--- config.mk ---
export PLATFORM = sky130hd
export DESIGN_NAME = framed_packet_receiver_xor_crc
export DESIGN_NICKNAME = d
export VERILOG_FILES = /design/src/sv/fprx_pkg.sv /design/src/sv/fprx_parser.sv /design/src/sv/framed_packet_receiver_xor_crc.sv
export SDC_FILE = /design/constraint.sdc
export NUM_CORES = 1
export LEC_CHECK = 0
export BUFFER_PORTS_ARGS = -buffer_cell sky130_fd_sc_hd__buf_4
export CAP_MARGIN = 0
export CORE_MARGIN = 3
export CORE_UTILIZATION = 40
export CTS_CLUSTER_SIZE = 20
export DETAILED_ROUTE_END_ITERATION = 8
export GPL_ROUTABILITY_DRIVEN = 0
export SLEW_MARGIN = 5
export SYNTH_ARGS = -nofsm -noshare
export SYNTH_HDL_FRONTEND = slang
export SYNTH_SLANG_ARGS = --single-unit
--- constraint.sdc ---
create_clock -name clk -period 5 [get_ports clk]
set_clock_uncertainty 0.2 [all_clocks]
set_input_delay 0.75 -clock clk [delete_from_list [all_inputs] [get_ports clk]]
set_output_delay 0.75 -clock clk [all_outputs]
set_load 0.1 [all_outputs]
--- src/sv/fprx_pkg.sv ---
`default_nettype none

package fprx_pkg;

  localparam int HEADER_BYTES      = 10;
  localparam int TRAILER_BYTES     = 4;
  localparam int MAX_KEY_BYTES_DEF = 8;

  localparam logic [7:0]  STX_BYTE      = 8'h02;
  localparam logic [31:0] MIN_FRAME_LEN = 32'(HEADER_BYTES + TRAILER_BYTES);
  localparam logic [31:0] CRC_POLY      = 32'hEDB8_8320;
  localparam logic [31:0] CRC_INIT      = 32'hFFFF_FFFF;

  // header byte positions
  localparam logic [3:0] POS_LEN_FIRST = 4'd1;
  localparam logic [3:0] POS_LEN_LAST  = 4'd4;
  localparam logic [3:0] POS_VERSION   = 4'd5;
  localparam logic [3:0] POS_TYPE_HI   = 4'd6;
  localparam logic [3:0] POS_TYPE_LO   = 4'd7;
  localparam logic [3:0] POS_REQ_ID    = 4'd8;

  // configuration register indexes
  localparam int          CFG_IDX_W       = 3;
  localparam logic [2:0]  CFG_XOR_KEY     = 3'd0;
  localparam logic [2:0]  CFG_KEY_LENGTH  = 3'd1;
  localparam logic [2:0]  CFG_MAX_FRAME   = 3'd2;
  localparam logic [2:0]  CFG_MIN_VERSION = 3'd3;
  localparam logic [2:0]  CFG_MAX_VERSION = 3'd4;

  localparam logic [63:0] RST_XOR_KEY     = 64'd0;
  localparam logic [3:0]  RST_KEY_LENGTH  = 4'd8;
  localparam logic [31:0] RST_MAX_FRAME   = 32'd131072;
  localparam logic [7:0]  RST_MIN_VERSION = 8'd10;
  localparam logic [7:0]  RST_MAX_VERSION = 8'd255;

  typedef enum logic [2:0] {
    ST_BUSY     = 3'd0,
    ST_GOOD     = 3'd1,
    ST_NO_STX   = 3'd2,
    ST_BAD_LEN  = 3'd3,
    ST_VER_LOW  = 3'd4,
    ST_VER_HIGH = 3'd5,
    ST_CRC_BAD  = 3'd6,
    ST_DISCARD  = 3'd7
  } status_t;

  typedef enum logic [2:0] {
    PH_HUNT  = 3'b001,
    PH_FRAME = 3'b010,
    PH_ERROR = 3'b100
  } phase_t;

  typedef struct packed {
    logic [63:0] xor_key;
    logic [3:0]  key_length;
    logic [31:0] max_frame;
    logic [7:0]  min_version;
    logic [7:0]  max_version;
  } cfg_t;

  typedef struct packed {
    logic [7:0]  plain_byte;
    logic        payload_flag;
    logic        frame_end;
    status_t     status;
    logic [7:0]  protocol_version;
    logic [15:0] message_type;
    logic [7:0]  request_id;
    logic [7:0]  request_version;
    logic [31:0] frame_length;
  } result_t;

  // reflected crc-32, one byte
  function automatic logic [31:0] crc_byte(input logic [31:0] crc, input logic [7:0] b);
    logic [31:0] c;
    c = crc ^ {24'd0, b};
    for (int i = 0; i < 8; i++) begin
      c = c[0] ? ((c >> 1) ^ CRC_POLY) : (c >> 1);
    end
    return c;
  endfunction

endpackage

`default_nettype wire

--- src/sv/fprx_parser.sv ---
`default_nettype none

module fprx_parser #(
  parameter int MAX_KEY_BYTES = fprx_pkg::MAX_KEY_BYTES_DEF
) (
  input  wire logic             clk,
  input  wire logic             rst_n,
  input  wire logic             step,
  input  wire logic [7:0]       rx_byte,
  input  wire fprx_pkg::cfg_t   cfg,
  output fprx_pkg::result_t     res
);

  localparam int KIDX_W = (MAX_KEY_BYTES > 1) ? $clog2(MAX_KEY_BYTES) : 1;

  fprx_pkg::phase_t phase_r, phase_nxt;
  logic [31:0]       pos_r, pos_nxt;
  logic [31:0]       len_r, len_nxt;
  logic [7:0]        ver_r, ver_nxt;
  logic [15:0]       type_r, type_nxt;
  logic [7:0]        id_r, id_nxt;
  logic [7:0]        reqver_r, reqver_nxt;
  logic [31:0]       crc_r, crc_nxt;
  logic [31:0]       trailer_r, trailer_nxt;
  logic [KIDX_W-1:0] kidx_r, kidx_nxt;

  logic [3:0]        hpos;
  logic [7:0]        key_b;
  logic [7:0]        plain;
  logic [4:0]        kidx_inc;
  logic              payload;
  logic              fend;
  fprx_pkg::status_t status;

  assign hpos     = pos_r[3:0];
  assign key_b    = cfg.xor_key[{kidx_r, 3'b000} +: 8];
  assign kidx_inc = 5'(kidx_r) + 5'd1;

  always_comb begin
    phase_nxt   = phase_r;
    pos_nxt     = pos_r;
    len_nxt     = len_r;
    ver_nxt     = ver_r;
    type_nxt    = type_r;
    id_nxt      = id_r;
    reqver_nxt  = reqver_r;
    crc_nxt     = crc_r;
    trailer_nxt = trailer_r;
    kidx_nxt    = kidx_r;
    plain       = rx_byte;
    payload     = 1'b0;
    fend        = 1'b0;
    status      = fprx_pkg::ST_BUSY;
    case (phase_r)
      fprx_pkg::PH_HUNT: begin
        pos_nxt     = '0;
        len_nxt     = '0;
        ver_nxt     = '0;
        type_nxt    = '0;
        id_nxt      = '0;
        reqver_nxt  = '0;
        crc_nxt     = fprx_pkg::CRC_INIT;
        trailer_nxt = '0;
        kidx_nxt    = '0;
        if (rx_byte != fprx_pkg::STX_BYTE) begin
          phase_nxt = fprx_pkg::PH_ERROR;
          fend      = 1'b1;
          status    = fprx_pkg::ST_NO_STX;
        end else begin
          crc_nxt   = fprx_pkg::crc_byte(fprx_pkg::CRC_INIT, rx_byte);
          pos_nxt   = 32'd1;
          phase_nxt = fprx_pkg::PH_FRAME;
        end
      end
      fprx_pkg::PH_FRAME: begin
        pos_nxt = pos_r + 32'd1;
        if (pos_r < 32'(fprx_pkg::HEADER_BYTES)) begin
          crc_nxt = fprx_pkg::crc_byte(crc_r, rx_byte);
          if (hpos >= fprx_pkg::POS_LEN_FIRST && hpos <= fprx_pkg::POS_LEN_LAST) begin
            len_nxt = {len_r[23:0], rx_byte};
          end else if (hpos == fprx_pkg::POS_VERSION) begin
            ver_nxt = rx_byte;
          end else if (hpos == fprx_pkg::POS_TYPE_HI || hpos == fprx_pkg::POS_TYPE_LO) begin
            type_nxt = {type_r[7:0], rx_byte};
          end else if (hpos == fprx_pkg::POS_REQ_ID) begin
            id_nxt = rx_byte;
          end else begin
            reqver_nxt = rx_byte;
          end
          if (hpos == fprx_pkg::POS_LEN_LAST &&
              (len_nxt < fprx_pkg::MIN_FRAME_LEN || len_nxt > cfg.max_frame)) begin
            phase_nxt = fprx_pkg::PH_ERROR;
            fend      = 1'b1;
            status    = fprx_pkg::ST_BAD_LEN;
          end
        end else begin
          plain = rx_byte ^ key_b;
          if (kidx_inc >= {1'b0, cfg.key_length} || kidx_inc >= 5'(MAX_KEY_BYTES)) begin
            kidx_nxt = '0;
          end else begin
            kidx_nxt = kidx_inc[KIDX_W-1:0];
          end
          // length is at least 14 here, so the subtractions cannot wrap
          if (pos_r < len_r - 32'(fprx_pkg::TRAILER_BYTES)) begin
            crc_nxt = fprx_pkg::crc_byte(crc_r, plain);
            payload = 1'b1;
          end else begin
            trailer_nxt = {trailer_r[23:0], plain};
          end
          if (pos_r == len_r - 32'd1) begin
            fend = 1'b1;
            if (ver_r < cfg.min_version) begin
              status = fprx_pkg::ST_VER_LOW;
            end else if (ver_r > cfg.max_version) begin
              status = fprx_pkg::ST_VER_HIGH;
            end else if ((crc_nxt ^ fprx_pkg::CRC_INIT) != trailer_nxt) begin
              status = fprx_pkg::ST_CRC_BAD;
            end else begin
              status = fprx_pkg::ST_GOOD;
            end
            if (status == fprx_pkg::ST_GOOD) begin
              phase_nxt = fprx_pkg::PH_HUNT;
              pos_nxt   = '0;
            end else begin
              phase_nxt = fprx_pkg::PH_ERROR;
            end
          end
        end
      end
      default: begin
        // error phase and unused codes discard until reset
        status = fprx_pkg::ST_DISCARD;
      end
    endcase
  end

  always_ff @(posedge clk) begin
    if (!rst_n) begin
      phase_r   <= fprx_pkg::PH_HUNT;
      pos_r     <= '0;
      len_r     <= '0;
      ver_r     <= '0;
      type_r    <= '0;
      id_r      <= '0;
      reqver_r  <= '0;
      crc_r     <= fprx_pkg::CRC_INIT;
      trailer_r <= '0;
      kidx_r    <= '0;
    end else if (step) begin
      phase_r   <= phase_nxt;
      pos_r     <= pos_nxt;
      len_r     <= len_nxt;
      ver_r     <= ver_nxt;
      type_r    <= type_nxt;
      id_r      <= id_nxt;
      reqver_r  <= reqver_nxt;
      crc_r     <= crc_nxt;
      trailer_r <= trailer_nxt;
      kidx_r    <= kidx_nxt;
    end
  end

  always_comb begin
    res.plain_byte       = plain;
    res.payload_flag     = payload;
    res.frame_end        = fend;
    res.status           = status;
    res.protocol_version = ver_nxt;
    res.message_type     = type_nxt;
    res.request_id       = id_nxt;
    res.request_version  = reqver_nxt;
    res.frame_length     = len_nxt;
  end

endmodule

`default_nettype wire

--- src/sv/framed_packet_receiver_xor_crc.sv ---
// the result of each accepted word is registered in the output register
// throughput: one word per cycle while in_stall is low; header parse, key xor and byte-wide crc update share one stage
// the single output register is refilled in the cycle it is taken, so a stall only holds input
// reset: synchronous active-low rst_n; parser returns to stx hunt, crc to all ones,
// configuration registers to their defaults, output register empty
`default_nettype none

module framed_packet_receiver_xor_crc #(
  parameter int MAX_KEY_BYTES = fprx_pkg::MAX_KEY_BYTES_DEF
) (
  input  wire logic                          clk,
  input  wire logic                          rst_n,
  input  wire logic                          in_valid,
  output logic                               in_stall,
  input  wire logic [7:0]                    in_rx_byte,
  output logic                               out_valid,
  input  wire logic                          out_stall,
  output logic [7:0]                         out_plain_byte,
  output logic                               out_payload_flag,
  output logic                               out_frame_end,
  output logic [2:0]                         out_status,
  output logic [7:0]                         out_protocol_version,
  output logic [15:0]                        out_message_type,
  output logic [7:0]                         out_request_id,
  output logic [7:0]                         out_request_version,
  output logic [31:0]                        out_frame_length,
  input  wire logic                          cfg_we,
  input  wire logic [fprx_pkg::CFG_IDX_W-1:0] cfg_index,
  input  wire logic [63:0]                   cfg_data
);

  fprx_pkg::cfg_t    cfg_r;
  fprx_pkg::result_t res;
  fprx_pkg::result_t res_r;
  logic              out_valid_r;
  logic              step;

  assign in_stall = out_valid_r && out_stall;
  assign step     = in_valid && !in_stall;

  always_ff @(posedge clk) begin
    if (!rst_n) begin
      cfg_r.xor_key     <= fprx_pkg::RST_XOR_KEY;
      cfg_r.key_length  <= fprx_pkg::RST_KEY_LENGTH;
      cfg_r.max_frame   <= fprx_pkg::RST_MAX_FRAME;
      cfg_r.min_version <= fprx_pkg::RST_MIN_VERSION;
      cfg_r.max_version <= fprx_pkg::RST_MAX_VERSION;
    end else if (cfg_we) begin
      case (cfg_index)
        fprx_pkg::CFG_XOR_KEY:     cfg_r.xor_key     <= cfg_data;
        fprx_pkg::CFG_KEY_LENGTH:  cfg_r.key_length  <= cfg_data[3:0];
        fprx_pkg::CFG_MAX_FRAME:   cfg_r.max_frame   <= cfg_data[31:0];
        fprx_pkg::CFG_MIN_VERSION: cfg_r.min_version <= cfg_data[7:0];
        fprx_pkg::CFG_MAX_VERSION: cfg_r.max_version <= cfg_data[7:0];
        default: begin
        end
      endcase
    end
  end

  fprx_parser #(
    .MAX_KEY_BYTES(MAX_KEY_BYTES)
  ) u_parser (
    .clk     (clk),
    .rst_n   (rst_n),
    .step    (step),
    .rx_byte (in_rx_byte),
    .cfg     (cfg_r),
    .res     (res)
  );

  always_ff @(posedge clk) begin
    if (!rst_n) begin
      out_valid_r <= 1'b0;
    end else if (step) begin
      out_valid_r <= 1'b1;
    end else if (!out_stall) begin
      out_valid_r <= 1'b0;
    end
  end

  always_ff @(posedge clk) begin
    if (step) begin
      res_r <= res;
    end
  end

  assign out_valid            = out_valid_r;
  assign out_plain_byte       = res_r.plain_byte;
  assign out_payload_flag     = res_r.payload_flag;
  assign out_frame_end        = res_r.frame_end;
  assign out_status           = res_r.status;
  assign out_protocol_version = res_r.protocol_version;
  assign out_message_type     = res_r.message_type;
  assign out_request_id       = res_r.request_id;
  assign out_request_version  = res_r.request_version;
  assign out_frame_length     = res_r.frame_length;

endmodule

`default_nettype wire

==> impl_metrics.ini, run 1 <==
[outcome]
status = completed

[synth]
synth_nets = 2849
synth_xor_area_frac = 0.141
synth_flop_cell = dfxtp_1
ys_seq_area_frac = 0.356
synthDistinctLibCells = 81
synth_compound_area_frac = 0.184
synth_edf_count = 85
synthAdderAreaFrac = 0.0505
async_flop_share = 0
synthSimpleGateAreaFrac = 0.171
yosys_warnings = 0
syn_area_sq_mm = 0.0236
ys_seq_elements = 376
syn_area_per_cell_sq_um = 8.81
muxShareOfSynthArea = 0.0494
synth_top_family_by_area = compound AO/OA/AOI/OAI gates
syn_inst = 2674

[critical_path]
required_ns = 5.10
cp_max_fo = 15
rr_startpoint = u_parser.pos_r[0]$_SDFFE_PN0P_
rr_endpoint = out_status[1]$_DFFE_PP_
cpMostUsedCell = a21o_1
path_delay_family = compound AO/OA/AOI/OAI gates
critical_path_buf_inv_count = 4
worstSetupPathType = flop to flop
critPathMaxStageDelay_ns = 0.36
cpMaxStageDelayCell = a32o_1
end_kind = flop
rrSetupSlack_ns = 0.15
crit_arrival_ns = 4.95
r2r_cells = 19
path_cells = inv_1, ha_1, inv_1, a211oi_4, buf_12, mux2i_2, inv_1, ha_1, a21o_1, a21o_1, a21o_1, a21o_1, a211o_1, a21oi_1, o21ai_0, a32o_1, and3_1, o21ai_0, o221ai_1
worst_setup_path_start_kind = flop

[clock_tree]
root_buffer = clkbuf_16
numCtsBuffers = 43
clock_path_buffers = 3
cts_tree = done
clk_latency_ns = 0.59
h-tree-depth = 2
clock_sinks = 376
path_clk_slew_ns = 0.06

[finish]
drive_gt1_frac = 0.144
fill_cells = 5414
syn_to_final_growth_pct = 17.1
postLayoutCellArea_sq_mm = 0.0276
nets = 2987
finalNonFillerCells = 3609
n_antenna_cell = 0

[worst_hold_path]
min_path_cells = 2
min_from = in_valid
whs_endpoint = out_valid$_SDFFE_PN0P_
hold_path_class = input pin to flop

[sta]
setup_viol = 0
hold_viol_final = 0
drv_slew = 0
period_share = 0.970
tightestPinTransition_ns = 1.28
relSlewSlack = 0.146
holdWs_ns = 0.204
finalCriticalPeriod_ns = 4.85
fin_ws_ns = 0.150
fmax_mhz = 206

[power_and_ir_drop]
power_w = 0.00983
p_leak_nw = 10.9
p_comb_frac = 0.320
power_density_mw_per_mm2 = 356
p_clk_frac = 0.336
netSwitchingFraction = 0.350
pwr-share-seq = 0.343
switching_power_w = 0.00344
cellInternalPower_w = 0.00639
peakVddDrop_mv = 0.241

[floorplan]
start_util = 0.406
io_pins = 167
die_w_um = 249
num_rows = 88
die_area_sq_mm = 0.0618
die_h_um = 249
core_area_sq_mm = 0.0580

[detailed_routing]
ant_nets = 0
vias = 20600
routedWlPerCell_um = 21.4
wl_mm = 77.2
vias_per_cell = 5.70
firstDrtPassIters = 6
route.detailed.drc = 0
drt_iter0_drc = 1851

[grt]
antenna_found_initial = 0
grt_pass1_wl_mm = 118
grt_usage = 0.239
overflow = 0
grt_pass1_vias = 19800
grt_max_degree = 139

[placed_design]
io_buffers = 166
dpl_cell_area_sq_mm = 0.0260
dp_hpwl_mm = 57.1
pre_cts_slack_ns = -0.0565
dp_cells = 3529

[run]
maxCapViolCount = 0
[through the flow]
stage | utilization | TNS [ns]
2_1_floorplan | - | 0
3_3_place_gp | 0.448 | 0
3_5_place_dp | 0.448 | -0.299
4_1_cts | 0.473 | 0
5_1_grt | 0.475 | -0.000278
6_report | 0.475 | 0
[repair_timing]
action                                  in CTS  in global routing
buffers inserted                             0                  2
resized for setup                            2                 24
hold buffers                                 0                  0
gates cloned                                 0                  1
endpoints found under the setup margin      14                 36
pin swaps                                    0                  2
[final cells by class]
class                   count  area, sq um  area share
multi-input cells        2007        14200       0.514
well taps                 765          957      0.0347
repair buffers            282         2210      0.0802
flip-flops and latches    376         8380       0.304
clock inverters            23          278      0.0101
inverters                 102          383      0.0139
clock buffers              54         1190      0.0431
[metal layers]
| metal | vias to the layer above | wire length, um | track usage |
|---|---|---|---|
| li1 | 9702 | - | - |
| met1 | 9821 | 33600 | 0.327 |
| met2 | 864 | 34100 | 0.371 |
| met3 | 168 | 6010 | 0.0433 |
| met4 | 0 | 3420 | 0.103 |
| met5 | - | 0 | 0 |
[layout by cell type, fill, tap and decap left out, types with 19 or more instances in the layout]
cell type / count
xor2_1: 94
a21boi_0: 107
a21oi_1: 76
clkbuf_16: 45
xnor3_1: 19
nor4_1: 25
buf_4: 274
and3_1: 22
a22o_1: 47
xnor2_1: 219
nor3_1: 63
dfxtp_1: 290
ha_1: 95
o211ai_1: 76
a22oi_1: 53
nor2b_1: 90
edfxtp_1: 85
nor2_1: 101
nand4_1: 34
inv_1: 101
nand3_1: 52
mux2i_1: 96
o21ai_0: 96
o211a_1: 33
nand2_1: 376
[synth_stat cells (all sizes together), types with 7 or more instances]
cell type | instances | area (sq um)
a211oi | 18 | 140
a21boi | 107 | 803
a21o | 16 | 120
a21oi | 76 | 380
a221oi | 10 | 87.6
a22o | 47 | 412
a22oi | 53 | 398
a31oi | 11 | 68.8
and2 | 17 | 106
and3 | 22 | 138
and4 | 8 | 70.1
buf | 29 | 160
clkbuf | 160 | 601
dfxtp | 291 | 5830
edfxtp | 85 | 2550
ha | 95 | 1190
inv | 102 | 383
mux2i | 105 | 1050
nand2 | 379 | 1420
nand2b | 17 | 106
nand3 | 52 | 260
nand4 | 34 | 213
nor2 | 106 | 403
nor2b | 91 | 569
nor3 | 66 | 335
nor4 | 26 | 163
o2111ai | 7 | 61.3
o211a | 33 | 330
o211ai | 76 | 571
o21ai | 102 | 510
o221ai | 7 | 61.3
o22ai | 7 | 43.8
or2 | 7 | 43.8
or3 | 7 | 43.8
xnor2 | 222 | 1980
xnor3 | 20 | 452
xor2 | 97 | 872
[sequential cells by signal, summed over array words and instances, names as in the netlist, 3 cells and up]
register	count
out_frame_length	32
out_request_id	8
u_parser.trailer_r	32
out_protocol_version	8
u_parser.ver_r	8
out_message_type	16
out_request_version	8
u_parser.kidx_r	3
u_parser.id_r	8
u_parser.reqver_r	8
u_parser.pos_r	32
u_parser.crc_r	32
out_plain_byte	8
u_parser.type_r	16
u_parser.phase_r	3
cfg_r	116
u_parser.len_r	32
out_status	3
[power by group through the flow]
stage / Clock (W) / Sequential [W] / Combinational (W)
after global placement: 0 / 0.00343 / 0.00300
final: 0.00331 / 0.00338 / 0.00315
after floorplan: 0 / 0.00370 / 0.00190
after CTS: 0.00337 / 0.00337 / 0.00306
after global routing: 0.00349 / 0.00338 / 0.00336
after detailed placement: 0 / 0.00343 / 0.00304
[how the worst max path moves through the flow]
stage / from / slack [ns] / cells past startpoint / to
floorplan: u_parser.pos_r[1]$_SDFFE_PN0P_ / 0.03 / 20 / out_status[1]$_DFFE_PP_
global placement: u_parser.len_r[5]$_SDFFE_PN0P_ / 0.12 / 16 / u_parser.crc_r[19]$_SDFFE_PN1P_
detailed placement: u_parser.len_r[5]$_SDFFE_PN0P_ / -0.06 / 16 / u_parser.crc_r[19]$_SDFFE_PN1P_
CTS: u_parser.pos_r[0]$_SDFFE_PN0P_ / 0.07 / 19 / out_status[1]$_DFFE_PP_
global route: u_parser.pos_r[0]$_SDFFE_PN0P_ / -0.0003 / 19 / out_status[1]$_DFFE_PP_
finish: u_parser.pos_r[0]$_SDFFE_PN0P_ / 0.15 / 19 / out_status[1]$_DFFE_PP_
[kinds of logic after synthesis]
group | count (synthesis)
and+or+nand+nor | 850
xor gates and xnor gates | 340
adders and majority gates | 95
muxes | 113
buffers and inverters | 291
DFF | 376
AOI/OAI and AO/OA | 609
(Power assumes the default switching activity.)
==> run 2: changes to the inputs <==
--- a/config.mk
+++ b/config.mk
@@ -8,7 +8,7 @@
 export BUFFER_PORTS_ARGS = -buffer_cell sky130_fd_sc_hd__buf_4
 export CAP_MARGIN = 0
 export CORE_MARGIN = 3
-export CORE_UTILIZATION = 40
+export CORE_UTILIZATION = 45
 export CTS_CLUSTER_SIZE = 20
 export DETAILED_ROUTE_END_ITERATION = 8
 export GPL_ROUTABILITY_DRIVEN = 0
==> impl_metrics.ini, run 2 (synthesis gave the netlist of run 1 again) <==
[outcome]
status = completed

[clock_tree]
path_clk_slew_ns = 0.07
cts_tree = done
clock_sinks = 376
root_buffer = clkbuf_16
clk_latency_ns = 0.58
ctsHoldBuffers = 0
numCtsBuffers = 42
clock_path_buffers = 3
h-tree-depth = 2

[critical_path]
required_ns = 5.21
cp_max_fo = 14
rr_startpoint = u_parser.len_r[2]$_SDFFE_PN0P_
rrSetupSlack_ns = 0.15
worstSetupPathType = flop to flop
rr_endpoint = u_parser.pos_r[24]$_SDFFE_PN0P_
crit_arrival_ns = 5.06
end_kind = flop
worst_setup_path_start_kind = flop
r2r_cells = 21

[detailed_routing]
wl_mm = 76.4
drt_iter0_drc = 1876
route.detailed.drc = 0
ant_nets = 0
vias_per_cell = 5.86
firstDrtPassIters = 7
routedWlPerCell_um = 21.6
vias = 20700

[finish]
final_common_cell = nand2_1
nets = 2996
layout_common_cells = 377 x nand2_1, 288 x dfxtp_1, 285 x buf_4
syn_to_final_growth_pct = 17.0
postLayoutCellArea_sq_mm = 0.0276
n_antenna_cell = 0
drive_gt1_frac = 0.152
regMostFlops = cfg_r
fill_cells = 4818
largest_reg_flops = 116

[floorplan]
num_rows = 83
die_area_sq_mm = 0.0551
core_area_sq_mm = 0.0515
start_util = 0.457
die_w_um = 235
die_h_um = 235
io_pins = 167

[power_and_ir_drop]
power_density_mw_per_mm2 = 352
peakVddDrop_mv = 0.232
p_leak_nw = 10.9
power_w = 0.00969

[sta]
fmax_mhz = 206
holdWs_ns = 0.199
tightestPinTransition_ns = 1.26
period_share = 0.970
relSlewSlack = 0.155
fin_ws_ns = 0.152
setup_viol = 0
hold_viol_final = 0
finalCriticalPeriod_ns = 4.85
fin_tns_setup_ns = 0
drv_slew = 0

[grt]
grt_max_degree = 153
grt.met3_usage = 0.0536
grt_usage = 0.265
grt_pass1_wl_mm = 116
use_met1 = 0.369
antenna_found_initial = 1
grt-busiest-layer = met2
grt_pass1_vias = 19600
use_met2 = 0.403
overflow = 0

[placed_design]
pre_cts_slack_ns = -0.415
dp_hpwl_mm = 56.1
io_buffers = 166
dpl_cell_area_sq_mm = 0.0258

[run]
maxCapViolCount = 0

[worst_hold_path]
whs_endpoint = out_valid$_SDFFE_PN0P_
min_from = in_valid
min_path_cells = 2
hold_path_class = input pin to flop
[run 2: area by class of cell]
class                           instances  area [sq um]  share of cell area
Multi-Input combinational cell       2007         14300               0.517
Tap cell                              680           851              0.0309
Inverter                              102           383              0.0139
Clock inverter                         22           216             0.00786
Sequential cell                       376          8380               0.304
Timing Repair Buffer                  292          2290              0.0830
Clock buffer                           55          1180              0.0429
[run 2: timing repair]
action | in CTS | in global routing
endpoints found under the setup margin | 75 | 61
cloned | 0 | 3
pin swaps | 1 | 5
gates resized for setup | 3 | 42
setup buffers | 1 | 8
[run 2: power by group]
group / leakage [nW] / internal (W) / total, W / switching (W)
combinational: 7.01 / 0.00124 / 0.00317 / 0.00193
sequential: 3.21 / 0.00324 / 0.00338 / 0.000142
clock: 0.689 / 0.00183 / 0.00314 / 0.00132
total: 10.9 / 0.00630 / 0.00969 / 0.00339
[run 2: critical path, stage by stage, from the launching register on]
cell and delay, ns:
dfxtp_2 0.36, inv_2 0.09, ha_2 0.20, nor3b_2 0.16, buf_4 0.16, nand4_1 0.22, nor3_2 0.29, xnor2_1 0.10
ha_1 0.32, nand4_1 0.15, a2111o_1 0.36, a31oi_1 0.20, o21ai_2 0.07, buf_4 0.17, and2_2 0.24, or3_1 0.39
o31ai_1 0.09, buf_4 0.19, and2_1 0.17, and4_4 0.30, clkbuf_16 0.19, nor3_1 0.06
[run 2: metal layers]
layer	routed length, um	part of all wire
met1	33800	0.44
met2	33400	0.44
met3	6140	0.080
met4	3070	0.040
met5	0	0
[run 2: how the worst max path moves through the flow]
stage	startpoint	end	slack (ns)	cells after the start
3_5_place_dp	u_parser.len_r[5]$_SDFFE_PN0P_	u_parser.pos_r[29]$_SDFFE_PN0P_	-0.41	20
3_3_place_gp	u_parser.len_r[2]$_SDFFE_PN0P_	u_parser.pos_r[28]$_SDFFE_PN0P_	-0.25	19
2_1_floorplan	u_parser.pos_r[1]$_SDFFE_PN0P_	out_status[1]$_DFFE_PP_	0.03	20
4_1_cts	u_parser.len_r[5]$_SDFFE_PN0P_	u_parser.pos_r[13]$_SDFFE_PN0P_	0.04	20
6_report	u_parser.len_r[2]$_SDFFE_PN0P_	u_parser.pos_r[24]$_SDFFE_PN0P_	0.15	21
5_1_grt	u_parser.len_r[2]$_SDFFE_PN0P_	u_parser.pos_r[13]$_SDFFE_PN0P_	-0.05	21
[run 2: per-stage QoR]
step                utilization  std cells
finish                    0.535       3534
global route              0.535       3534
CTS                       0.529       3523
detailed placement        0.502       3445
global placement          0.502       3445
floorplan                     -       2674
